<file path="config.mk">
export PLATFORM = sky130hd
export DESIGN_NAME = stq_cell
export DESIGN_NICKNAME = d
export VERILOG_FILES = /design/src/hdl/stq_pkg.sv /design/src/hdl/stq_cell.sv
export SDC_FILE = /design/constraint.sdc
export NUM_CORES = 1
export LEC_CHECK = 0
export BUFFER_PORTS_ARGS = -buffer_cell sky130_fd_sc_hd__buf_4
export CORE_ASPECT_RATIO = 0.8
export CORE_MARGIN = 8
export CORE_UTILIZATION = 48
export DETAILED_ROUTE_END_ITERATION = 6
export PLACE_DENSITY = 0.87
export SLEW_MARGIN = 10
export SYNTH_ARGS = -nofsm -noshare
export SYNTH_HDL_FRONTEND = slang
export SYNTH_SLANG_ARGS = --single-unit
</file>
<file path="constraint.sdc">
create_clock -name clk_i -period 3.5 [get_ports clk_i]
set_input_delay 0.175 -clock clk_i [delete_from_list [all_inputs] [get_ports clk_i]]
set_output_delay 0.175 -clock clk_i [all_outputs]
set_load 0.1 [all_outputs]
</file>
<file path="src/hdl/stq_pkg.sv">
// ----------------------------------------------------------------------------
// stq_pkg
// Shared types and codes of the sorted timer queue: operation and status
// codes, the cell command set and the word that a cell shows its neighbors.
// ----------------------------------------------------------------------------
`default_nettype none

package stq_pkg;

  localparam int IdW   = 16;
  localparam int TimeW = 32;
  localparam int StW   = 3;
  localparam int OccW  = 6;

  // Operation codes of an input word
  localparam logic [1:0] OP_ADD    = 2'd0;
  localparam logic [1:0] OP_ADJUST = 2'd1;
  localparam logic [1:0] OP_DELETE = 2'd2;
  localparam logic [1:0] OP_TICK   = 2'd3;

  // Status codes of a result word
  localparam logic [StW-1:0] ST_DONE    = 3'd0;
  localparam logic [StW-1:0] ST_FULL    = 3'd1;
  localparam logic [StW-1:0] ST_MISSING = 3'd2;
  localparam logic [StW-1:0] ST_FIRED   = 3'd3;
  localparam logic [StW-1:0] ST_NONE    = 3'd4;

  // Command broadcast to every cell of the row
  typedef enum logic [2:0] {
    CELL_NOP,
    CELL_CMP_ADD,
    CELL_CMP_ID,
    CELL_INSERT,
    CELL_REMOVE,
    CELL_WRITE,
    CELL_POP
  } cell_cmd_e;

  // What a cell shows to its neighbors
  typedef struct packed {
    logic [IdW-1:0]   id;
    logic [TimeW-1:0] expiry;
    logic             lt;
    logic             used;
  } cell_data_t;

endpackage

`default_nettype wire

</file>
<file path="src/hdl/stq_cell.sv">
// ----------------------------------------------------------------------------
// stq_cell
// One slot of the sorted row. Holds one timer, compares it against the key
// and shifts toward or away from the head together with its neighbors.
// ----------------------------------------------------------------------------
`default_nettype none

module stq_cell
  import stq_pkg::*;
#(
  parameter int IDX = 0,
  parameter int CW  = 6
) (
  input  wire logic             clk_i,
  input  wire logic             rst_ni,
  input  wire cell_cmd_e        cmd_i,
  input  wire logic [IdW-1:0]   key_id_i,
  input  wire logic [TimeW-1:0] key_exp_i,
  input  wire logic [CW-1:0]    count_i,
  input  wire cell_data_t       prev_i,
  input  wire cell_data_t       next_i,
  input  wire logic             before_i,
  output logic                  before_o,
  output logic                  reloc_o,
  output cell_data_t            data_o
);

  localparam logic [CW-1:0] IdxC = CW'(IDX);

  logic [IdW-1:0]   id_q, id_d;
  logic [TimeW-1:0] exp_q, exp_d;
  logic             flag_q, flag_d;
  logic             lt_q, lt_d;
  logic             used;
  logic             at_end;
  logic             key_lt;
  logic             hit;

  assign used    = count_i > IdxC;
  assign at_end  = count_i == IdxC;
  assign key_lt  = key_exp_i < exp_q;
  assign hit     = flag_q & ~before_i;
  assign before_o = before_i | flag_q;
  // Flag an adjust whose successor is not strictly later
  assign reloc_o = hit & next_i.used & ~next_i.lt;

  assign data_o.id     = id_q;
  assign data_o.expiry = exp_q;
  assign data_o.lt     = lt_q;
  assign data_o.used   = used;

  // Compare, shift or load under the broadcast command
  always_comb begin
    id_d   = id_q;
    exp_d  = exp_q;
    flag_d = flag_q;
    lt_d   = lt_q;
    unique case (cmd_i)
      CELL_NOP: begin
      end
      CELL_CMP_ADD: begin
        lt_d   = key_lt;
        flag_d = used ? key_lt : at_end;
      end
      CELL_CMP_ID: begin
        lt_d   = key_lt;
        flag_d = used & (key_id_i == id_q);
      end
      CELL_INSERT: begin
        if (before_i) begin
          id_d  = prev_i.id;
          exp_d = prev_i.expiry;
        end else if (flag_q) begin
          id_d  = key_id_i;
          exp_d = key_exp_i;
        end
      end
      CELL_REMOVE: begin
        if (before_i | flag_q) begin
          id_d  = next_i.id;
          exp_d = next_i.expiry;
        end
      end
      CELL_WRITE: begin
        if (hit) begin
          exp_d = key_exp_i;
        end
      end
      CELL_POP: begin
        id_d  = next_i.id;
        exp_d = next_i.expiry;
      end
      default: begin
      end
    endcase
  end

  // Hold the compare flags
  always_ff @(posedge clk_i or negedge rst_ni) begin
    if (!rst_ni) begin
      flag_q <= 1'b0;
      lt_q   <= 1'b0;
    end else begin
      flag_q <= flag_d;
      lt_q   <= lt_d;
    end
  end

  // Hold the timer itself
  always_ff @(posedge clk_i) begin
    id_q  <= id_d;
    exp_q <= exp_d;
  end

endmodule

`default_nettype wire

</file>
==> impl_metrics.yaml, run 1 <==
floorplanning:
  die_area_um2: 10600
  rows: 28
  start_util: 0.494
  die_y_um: 93.8
  die_w_um: 113
  core_um2: 7360
  pin_count: 212
placement:
  gp_congestion: 0.861
  post-dp-hpwl_mm: 10.0
  io_buffers: 209
  dp_slack_ns: 0.888
  dpl-instance-area_um2: 5270
worst_setup_path:
  critPathBufInv: 1
  arrival_ns: 2.47
  crit_required_ns: 3.72
  crit_chain: "inv_1 > ha_1 > a21oi_1 > o21ai_1 > a221o_1 > a2111oi_4 > o21ai_1 > o31ai_2"
  path_class: "register to register"
  crit_family: "compound AO/OA/AOI/OAI gates"
  crit_path_end_kind: "register"
  reg2reg_from: "exp_q[17]"
  crit_top_cell: "o21ai_1"
  worstReg2RegEnd: "lt_q"
  cp-start-kind: "register"
  r2r_cells: 8
  worstPathMaxFanout: 2
  crit_path_start: "exp_q[17]"
  slowest_stage: "edfxtp_1"
  crit_path_max_incr_delay_ns: 0.41
  ff2ff_setup_slack_ns: 1.25
clock_network:
  clk_path_buf_depth: 2
  cts-resized-gates: 0
  clkTransAtPathRegs_ns: 0.10
  cts_setup_buffers: 0
  clk_latency_ns: 0.30
  cts_tree: "built"
  cts_made_buffers: 5
  cts.sinks: 50
  cts_max_level: 2
  root_buffer: "clkbuf_8"
  ctsHoldBuffers: 1
run:
  cap_violations: 0
timing:
  hold_viol: 0
  finalSetupTns_ns: 0
  slew_violations: 0
  relSlewSlack: 0.318
  fin_worst_skew_ns: 0.00658
  setup_viol: 0
  layout_setup_ws_ns: 1.25
  period_needed_ns: 2.25
  rsz0062_at_grt: "false"
  period_share: 0.643
  fmax_mhz: 444
  tightest_slew_ns: 1.02
  hold_slack_ns: 0.105
synth:
  synth_edf_count: 48
  ys_ff_latch: 50
  yosysTopAreaCellShare: 0.396
  yosys_most_used_dff: "edfxtp_1"
  synth_common_cells: "inv_1, edfxtp_1, ha_1"
  yosysWarnings: 0
  avgSynthCellArea_um2: 10.1
  ys_seq_area_frac: 0.410
  syn-num-nets: 551
  synthDistinctLibCells: 40
  asyncSetResetFlopFracSynth: 0.0400
  synth_area_leader_cell: "edfxtp_1"
  mappedNetlistArea_um2: 3640
  yosysMostFrequentCell: "inv_1"
  ys_top_cells_by_area: "edfxtp_1, ha_1, a222oi_1"
  synthCells: 360
layout:
  regArea_um2: 1490
  drive_gt1_frac: 0.421
  insertedDiodeCount: 0
  multiInputGateArea_um2: 1860
  finalNetCount: 751
  final_area_um2: 5370
  syn2layout_area_growth_pct: 47.7
  post-route-util: 0.730
  fill_cells: 517
grt:
  grt_max_degree: 39
  grt_overflow_total: 0
  antenna_found_initial: 0
  grt_pass1_vias: 3938
  grt_use_total: 0.231
  grt_pass1_wl_mm: 19.7
route:
  ant_nets: 0
  finalWirelength_mm: 12.7
  drt-pass1-iter-count: 5
  num_vias: 3676
  wl_per_cell_um: 19.4
  drt_iter0_markers: 242
  drc: 0
  viasPerCell: 5.65
power:
  vdd.ir_drop.worst_v: 0.000289
  power.density_nw_per_um2: 407
  leakagePower_nw: 2.62
min_path:
  worstHoldPathCells: 2
  whs_endpoint: "lt_q"
  hold_path_class: "input port to register"
  holdCritStartpoint: "cmd_i[2]"
status:
  outcome: "complete, no violations"
sequential cells by signal, indices dropped and copies added, names as in the netlist:
name	count
id_q	16
flag_q	1
exp_q	32
lt_q	1
metal layers:
| layer | routed length [um] | share of wire | track usage | vias to the layer above |
|---|---|---|---|---|
| met4 | 105 | 0.0083 | 0.0476 | 0 |
| met3 | 1260 | 0.099 | 0.0829 | 10 |
| li1 | - | - | - | 1747 |
| met1 | 4920 | 0.39 | 0.255 | 1735 |
| met2 | 6380 | 0.50 | 0.421 | 184 |
| met5 | 0 | 0 | 0 | - |
report_power, final:
part / switching (W) / internal, W / leakage, nW
sequential: 0.0000423 / 0.000746 / 0.486
combinational: 0.000724 / 0.000331 / 2.09
clock: 0.000199 / 0.000143 / 0.0395
total: 0.000966 / 0.00122 / 2.62
logic make-up (layout without fill, tap and decap cells):
family	after synthesis	after routing	share of synthesized area
fa+ha+maj	31	31	0.107
compound gates	103	103	0.210
simple gates	55	55	0.0754
buf+inv	80	281	0.0877
xor+xnor	17	17	0.0410
mux	24	24	0.0688
flops	50	50	0.410
stage by stage:
step | std cells | power (W)
finish | 651 | 0.00219
global route | 651 | 0.00229
CTS | 651 | 0.00219
detailed placement | 642 | 0.00186
global placement | 642 | 0.00183
floorplan | 360 | 0.00152
worst reg2reg max path: stages (launching register included):
cell and delay (ns):
edfxtp_1 0.41, inv_1 0.09, ha_1 0.24, a21oi_1 0.16, o21ai_1 0.09, a221o_1 0.38
a2111oi_4 0.37, o21ai_1 0.19, o31ai_2 0.24
cells in the final DEF, fill, tap and decap left out, types with 4 or more instances in the layout:
master and count:
edfxtp_1 48, inv_1 60, nand4_1 5, nor2_1 6, a22oi_1 16, clkbuf_8 5, xor2_1 15, a21oi_1 11
a222oi_1 24, buf_4 212, ha_1 31, a21o_1 5, mux2_2 8, nand3_1 6, nor4_1 4, o21ai_0 29
nand2_1 23, mux2i_1 16
area by class of cell:
| cell class | instances | area share |
|---|---|---|
| multi-input combinational | 230 | 0.346 |
| timing repair buffer | 213 | 0.298 |
| sequential | 50 | 0.278 |
| inverter | 60 | 0.0419 |
| tap | 90 | 0.0210 |
| clock buffer | 8 | 0.0149 |
worst max path at each step:
stage / end / slack [ns] / cells past startpoint
finish: lt_q / 1.25 / 8
global route: lt_q / 1.08 / 8
CTS: exp_q[30] / 1.22 / 6
detailed placement: exp_q[30] / 0.89 / 6
global placement: exp_q[31] / 1.03 / 6
floorplan: reloc_o / 0.70 / 4
Note: power is estimated with default switching activity, not from simulation.
==> run 2, diff against run 1 <==
--- a/config.mk
+++ b/config.mk
@@ -8,9 +8,9 @@
 export BUFFER_PORTS_ARGS = -buffer_cell sky130_fd_sc_hd__buf_4
 export CORE_ASPECT_RATIO = 0.8
 export CORE_MARGIN = 8
-export CORE_UTILIZATION = 48
+export CORE_UTILIZATION = 40
 export DETAILED_ROUTE_END_ITERATION = 6
-export PLACE_DENSITY = 0.87
+export PLACE_DENSITY = 0.77
 export SLEW_MARGIN = 10
 export SYNTH_ARGS = -nofsm -noshare
 export SYNTH_HDL_FRONTEND = slang
==> constraint.sdc (replaced) <==
create_clock -name clk_i -period 1.9 [get_ports clk_i]
set_input_delay 0.095 -clock clk_i [delete_from_list [all_inputs] [get_ports clk_i]]
set_output_delay 0.095 -clock clk_i [all_outputs]
set_load 0.1 [all_outputs]
==> run 2 against run 1 <==
Compared with the run above:
- the flow now finishes with violations (negative setup slack)
- die area up 17%
- maximum frequency up 5.0%
- combinational power up 92%
- core utilization down 9.3 points
- clock power rose to 3.0 times the previous value
- first-iteration DRC count up 7.0%
- sequential share of layout area down 1.7 points
- sequential cell count unchanged
- power up 110%
- cell count up 7.1%
- largest power group unchanged
- highest routed layer unchanged
==> impl_metrics.yaml, run 2 (synthesized netlist as in run 1, its figures left out) <==
timing:
  period_share: 1.13
  finalSetupTns_ns: -0.407
  period_needed_ns: 2.14
  relSlewSlack: 0.263
  tightest_slew_ns: 1.10
  setup_viol: 2
  fmax_mhz: 467
  fin_worst_skew_ns: 0.00476
  slew_violations: 0
  rsz0062_at_grt: "true"
  hold_viol: 0
  layout_setup_ws_ns: -0.243
worst_setup_path:
  cp-start-kind: "register"
  crit_required_ns: 2.10
  arrival_ns: 2.34
  critPathBufInv: 1
  path_class: "register to register"
  crit_chain: "inv_2 > ha_4 > or3_4 > a21oi_4 > nor3_2 > a2111oi_2 > o21ai_1 > o31ai_2"
  crit_family: "compound AO/OA/AOI/OAI gates"
  crit_path_end_kind: "register"
  crit_path_max_incr_delay_ns: 0.41
  slowest_stage: "edfxtp_1"
  worstPathMaxFanout: 2
grt:
  grt_use_total: 0.205
  antenna_found_initial: 0
  grt_overflow_total: 0
  grt_pass1_wl_mm: 20.2
  grt_max_degree: 33
  grt_pass1_vias: 3954
route:
  drc: 0
  viasPerCell: 5.34
  drt-pass1-iter-count: 7
  finalWirelength_mm: 13.3
  wl_per_cell_um: 19.1
  ant_nets: 0
  num_vias: 3725
  drt_iter0_markers: 259
layout:
  layout.cells.non_filler: 697
  reg_top3: "exp_q: 32 flops, id_q: 16 flops"
  layout_commonest_cell: "buf_4"
  insertedDiodeCount: 0
  layout_common_cells: "buf_4, inv_1, edfxtp_1, ha_1, o21ai_0"
  syn2layout_area_growth_pct: 57.1
  largest_reg_flops: 32
  drive_gt1_frac: 0.464
  fill_cells: 736
  finalNetCount: 772
  top_register: "exp_q"
min_path:
  hold_path_class: "input port to register"
floorplanning:
  die_w_um: 123
  die_y_um: 101
  die_area_um2: 12400
  start_util: 0.406
  rows: 31
  core_um2: 8960
  pin_count: 212
clock_network:
  cts_made_buffers: 5
  cts_max_level: 2
  root_buffer: "clkbuf_16"
  clkTransAtPathRegs_ns: 0.07
  cts_tree: "built"
  clk_latency_ns: 0.29
  cts.sinks: 50
  clk_path_buf_depth: 2
placement:
  dp_slack_ns: -0.270
  post-dp-hpwl_mm: 10.8
  gp_congestion: 0.865
  dp_cells: 687
  io_buffers: 209
run:
  cap_violations: 0
status:
  violations: "negative setup slack"
  outcome: "finished with violations"
power:
  power.density_nw_per_um2: 793
  leakagePower_nw: 2.77
  power_w: 0.00453
  vdd.ir_drop.worst_v: 0.000420
[run 2: final timing paths]
path,startpoint,end,slack (ns),cells past startpoint
setup / recovery,exp_q[5],lt_q,-0.24,8
hold / removal,cmd_i[2],lt_q,0.07,2
setup reg to reg,exp_q[5],lt_q,-0.24,8
hold reg to reg,lt_q,lt_q,0.59,2
max in group asynchronous,rst_ni,lt_q,1.63,2
min in group asynchronous,rst_ni,flag_q,0.19,2
[run 2: routing by layer]
layer | global-route usage | part of all wire | up-vias
met5 | 0 | 0 | -
met4 | 0.0234 | 0.0067 | 0
met3 | 0.0607 | 0.094 | 6
met2 | 0.382 | 0.51 | 181
met1 | 0.233 | 0.39 | 1745
li1 | - | - | 1793
[run 2: through the flow]
stage                     utilization  hold WS [ns]  cell area (um2)
final                           0.637        0.0714             5710
after global routing            0.637        0.0721             5710
after CTS                       0.632        0.0568             5660
after detailed placement        0.612        -0.121             5480
after global placement          0.612        -0.119             5480
after floorplan                     -        -0.201             3680
[run 2: layout make-up]
| type | instances | area [um2] | share of cell area |
|---|---|---|---|
| multi-input combinational | 230 | 1920 | 0.337 |
| clock buffer | 5 | 125 | 0.0219 |
| tap | 115 | 144 | 0.0252 |
| timing repair buffer | 234 | 1760 | 0.308 |
| clock inverter | 3 | 40.0 | 0.00701 |
| inverter | 60 | 229 | 0.0401 |
| sequential | 50 | 1490 | 0.261 |
[run 2: power by group]
group / switching [W] / internal [W] / leakage, nW
combinational: 0.00137 / 0.000676 / 2.20
clock: 0.000413 / 0.000618 / 0.0836
sequential: 0.0000806 / 0.00138 / 0.486
[run 2: what timing repair did]
item,in CTS,in global routing
setup endpoints to repair,2,2
hold buffers,1,0
gates cloned,0,0
hold endpoints to repair,2,0
pin swaps,3,8
buffers inserted,1,0
resized for setup,0,8
==> run 3, diff against run 2 <==
==> constraint.sdc (replaced) <==
create_clock -name clk_i -period 1.9 [get_ports clk_i]
set_input_delay 0.38 -clock clk_i [delete_from_list [all_inputs] [get_ports clk_i]]
set_output_delay 0.38 -clock clk_i [all_outputs]
set_load 0.1 [all_outputs]
==> run 3 against run 2 <==
Compared with the run above:
- the flow still finishes with violations (negative setup slack)
- first-iteration DRC count rose by 4.6%
- sequential share of layout area down 1.3 points
- die area stayed put
- power rose by 5.3%
- sequential power about the same
- critical endpoint unchanged
- largest power group unchanged
==> impl_metrics.yaml, run 3 (synthesized netlist as in run 1, its figures left out) <==
floorplanning:
  rows: 31
  core_um2: 8960
  die_area_um2: 12400
  die_y_um: 101
  start_util: 0.406
  die_w_um: 123
  pin_count: 212
status:
  violations: "negative setup slack"
  outcome: "finished with violations"
layout:
  drive_gt1_frac: 0.498
  layout_common_cells: "buf_4, inv_1, edfxtp_1, o21ai_0, ha_1"
  layout_commonest_cell: "buf_4"
  reg_top3: "exp_q: 32 flops, id_q: 16 flops"
  top_register: "exp_q"
  largest_reg_flops: 32
  finalNetCount: 795
  syn2layout_area_growth_pct: 65.1
  insertedDiodeCount: 0
  post-route-util: 0.670
clock_network:
  root_buffer: "clkbuf_16"
  clk_path_buf_depth: 2
  cts_tree: "built"
  clkTransAtPathRegs_ns: 0.07
  cts.sinks: 50
  cts_made_buffers: 5
  clk_latency_ns: 0.29
  cts_max_level: 2
route:
  drt-pass1-iter-count: 6
  ant_nets: 0
  finalWirelength_mm: 13.2
  drc: 0
  drt_iter0_markers: 271
  num_vias: 3788
  viasPerCell: 5.26
  wl_per_cell_um: 18.4
min_path:
  whs_endpoint: "id_q[15]"
  hold_path_class: "input port to register"
  holdCritStartpoint: "next_i[49]"
  worstHoldPathCells: 3
power:
  clockPowerShare: 0.250
  comb_power_share: 0.445
  power.density_nw_per_um2: 794
  internal-power_w: 0.00290
  vdd.ir_drop.worst_v: 0.000528
  leakagePower_nw: 2.91
  seq_power_share: 0.305
  power_switching_w: 0.00186
  switching_share: 0.391
timing:
  slew_violations: 0
  period_needed_ns: 2.09
  setup_viol: 2
  tightest_slew_ns: 0.736
  period_share: 1.10
  relSlewSlack: 0.508
  fmax_mhz: 479
  hold_viol: 0
  fin_worst_skew_ns: 0.00818
  rsz0062_at_grt: "true"
  hold_slack_ns: 0.368
  layout_setup_ws_ns: -0.189
worst_setup_path:
  crit_required_ns: 2.09
  worstPathMaxFanout: 2
  reg2reg_from: "exp_q[17]"
  crit_path_end_kind: "register"
  arrival_ns: 2.28
  slowest_stage: "edfxtp_1"
  r2r_cells: 8
  path_class: "register to register"
  critPathBufInv: 1
  crit_family: "compound AO/OA/AOI/OAI gates"
  crit_chain: "inv_1 > ha_4 > a21oi_2 > o21ai_1 > a221o_1 > a2111oi_4 > o21ai_2 > o31ai_2"
  ff2ff_setup_slack_ns: -0.19
  worstReg2RegEnd: "lt_q"
  cp-start-kind: "register"
  crit_path_max_incr_delay_ns: 0.39
placement:
  gp_congestion: 0.860
  post-dp-hpwl_mm: 10.7
  io_buffers: 209
  dp_slack_ns: -0.418
grt:
  antenna_found_initial: 0
  grt_pass1_wl_mm: 20.2
  grt_max_degree: 53
  grt_pass1_vias: 4008
  grt_use_total: 0.205
  grt_overflow_total: 0
run:
  cap_violations: 0
run 3: cell count changes in the layout (fill, tap and decap cells not counted), sizes merged:
| cell | previous run | this run |
|---|---|---|
| buf | 233 | 256 |
| clkinv | 2 | 0 |
| bufinv | 1 | 2 |
| clkbuf | 5 | 6 |
run 3: how the worst max path moves through the flow:
stage,startpoint,endpoint,slack [ns],cells after the start
finish,exp_q[17],lt_q,-0.19,8
global route,exp_q[17],lt_q,-0.31,8
global placement,key_exp_i[17],lt_q,-0.34,8
detailed placement,key_exp_i[21],lt_q,-0.42,7
CTS,exp_q[17],lt_q,-0.26,8
floorplan,exp_q[21],lt_q,-0.70,7
run 3: layout make-up:
type                            instances  area [um2]
Fill cell                             729        2960
Tap cell                              115         144
Multi-Input combinational cell        230        1980
Timing Repair Buffer                  257        1960
Sequential cell                        50        1490
Clock inverter                          2        60.1
Inverter                               60         229
Clock buffer                            6         139
run 3: metal layers:
layer  GRT usage  share of wire
met1       0.237           0.39
met2       0.375           0.51
met3      0.0557          0.084
met4      0.0336         0.0095
met5           0              0
run 3: worst reg2reg max path: stages, from the launching register on:
cell,delay (ns)
edfxtp_1,0.39
inv_1,0.13
ha_4,0.22
a21oi_2,0.11
o21ai_1,0.08
a221o_1,0.36
a2111oi_4,0.34
o21ai_2,0.13
o31ai_2,0.25
run 3: power groups by stage:
stage	clock, W	sequential, W	combinational, W
floorplan	0	0.00223	0.000611
global placement	0	0.00147	0.00203
detailed placement	0	0.00148	0.00206
CTS	0.00122	0.00145	0.00208
global route	0.00126	0.00147	0.00224
finish	0.00119	0.00145	0.00212
run 3: repair_timing:
item | CTS | global route
resized for setup | 1 | 11
endpoints found under the hold margin | 2 | 0
setup buffers | 0 | 8
setup endpoints to repair | 2 | 26
hold buffers | 1 | 0
pin swaps | 1 | 7
run 3: stage by stage:
stage / cells / setup TNS, ns / total power (W) / cell area (um2)
after detailed placement: 703 / -5.83 / 0.00354 / 5650
after CTS: 712 / -0.432 / 0.00475 / 5870
after floorplan: 360 / -1.84 / 0.00284 / 3740
final: 720 / -0.306 / 0.00477 / 6000
after global routing: 720 / -0.557 / 0.00497 / 6000
after global placement: 703 / -4.35 / 0.00350 / 5650
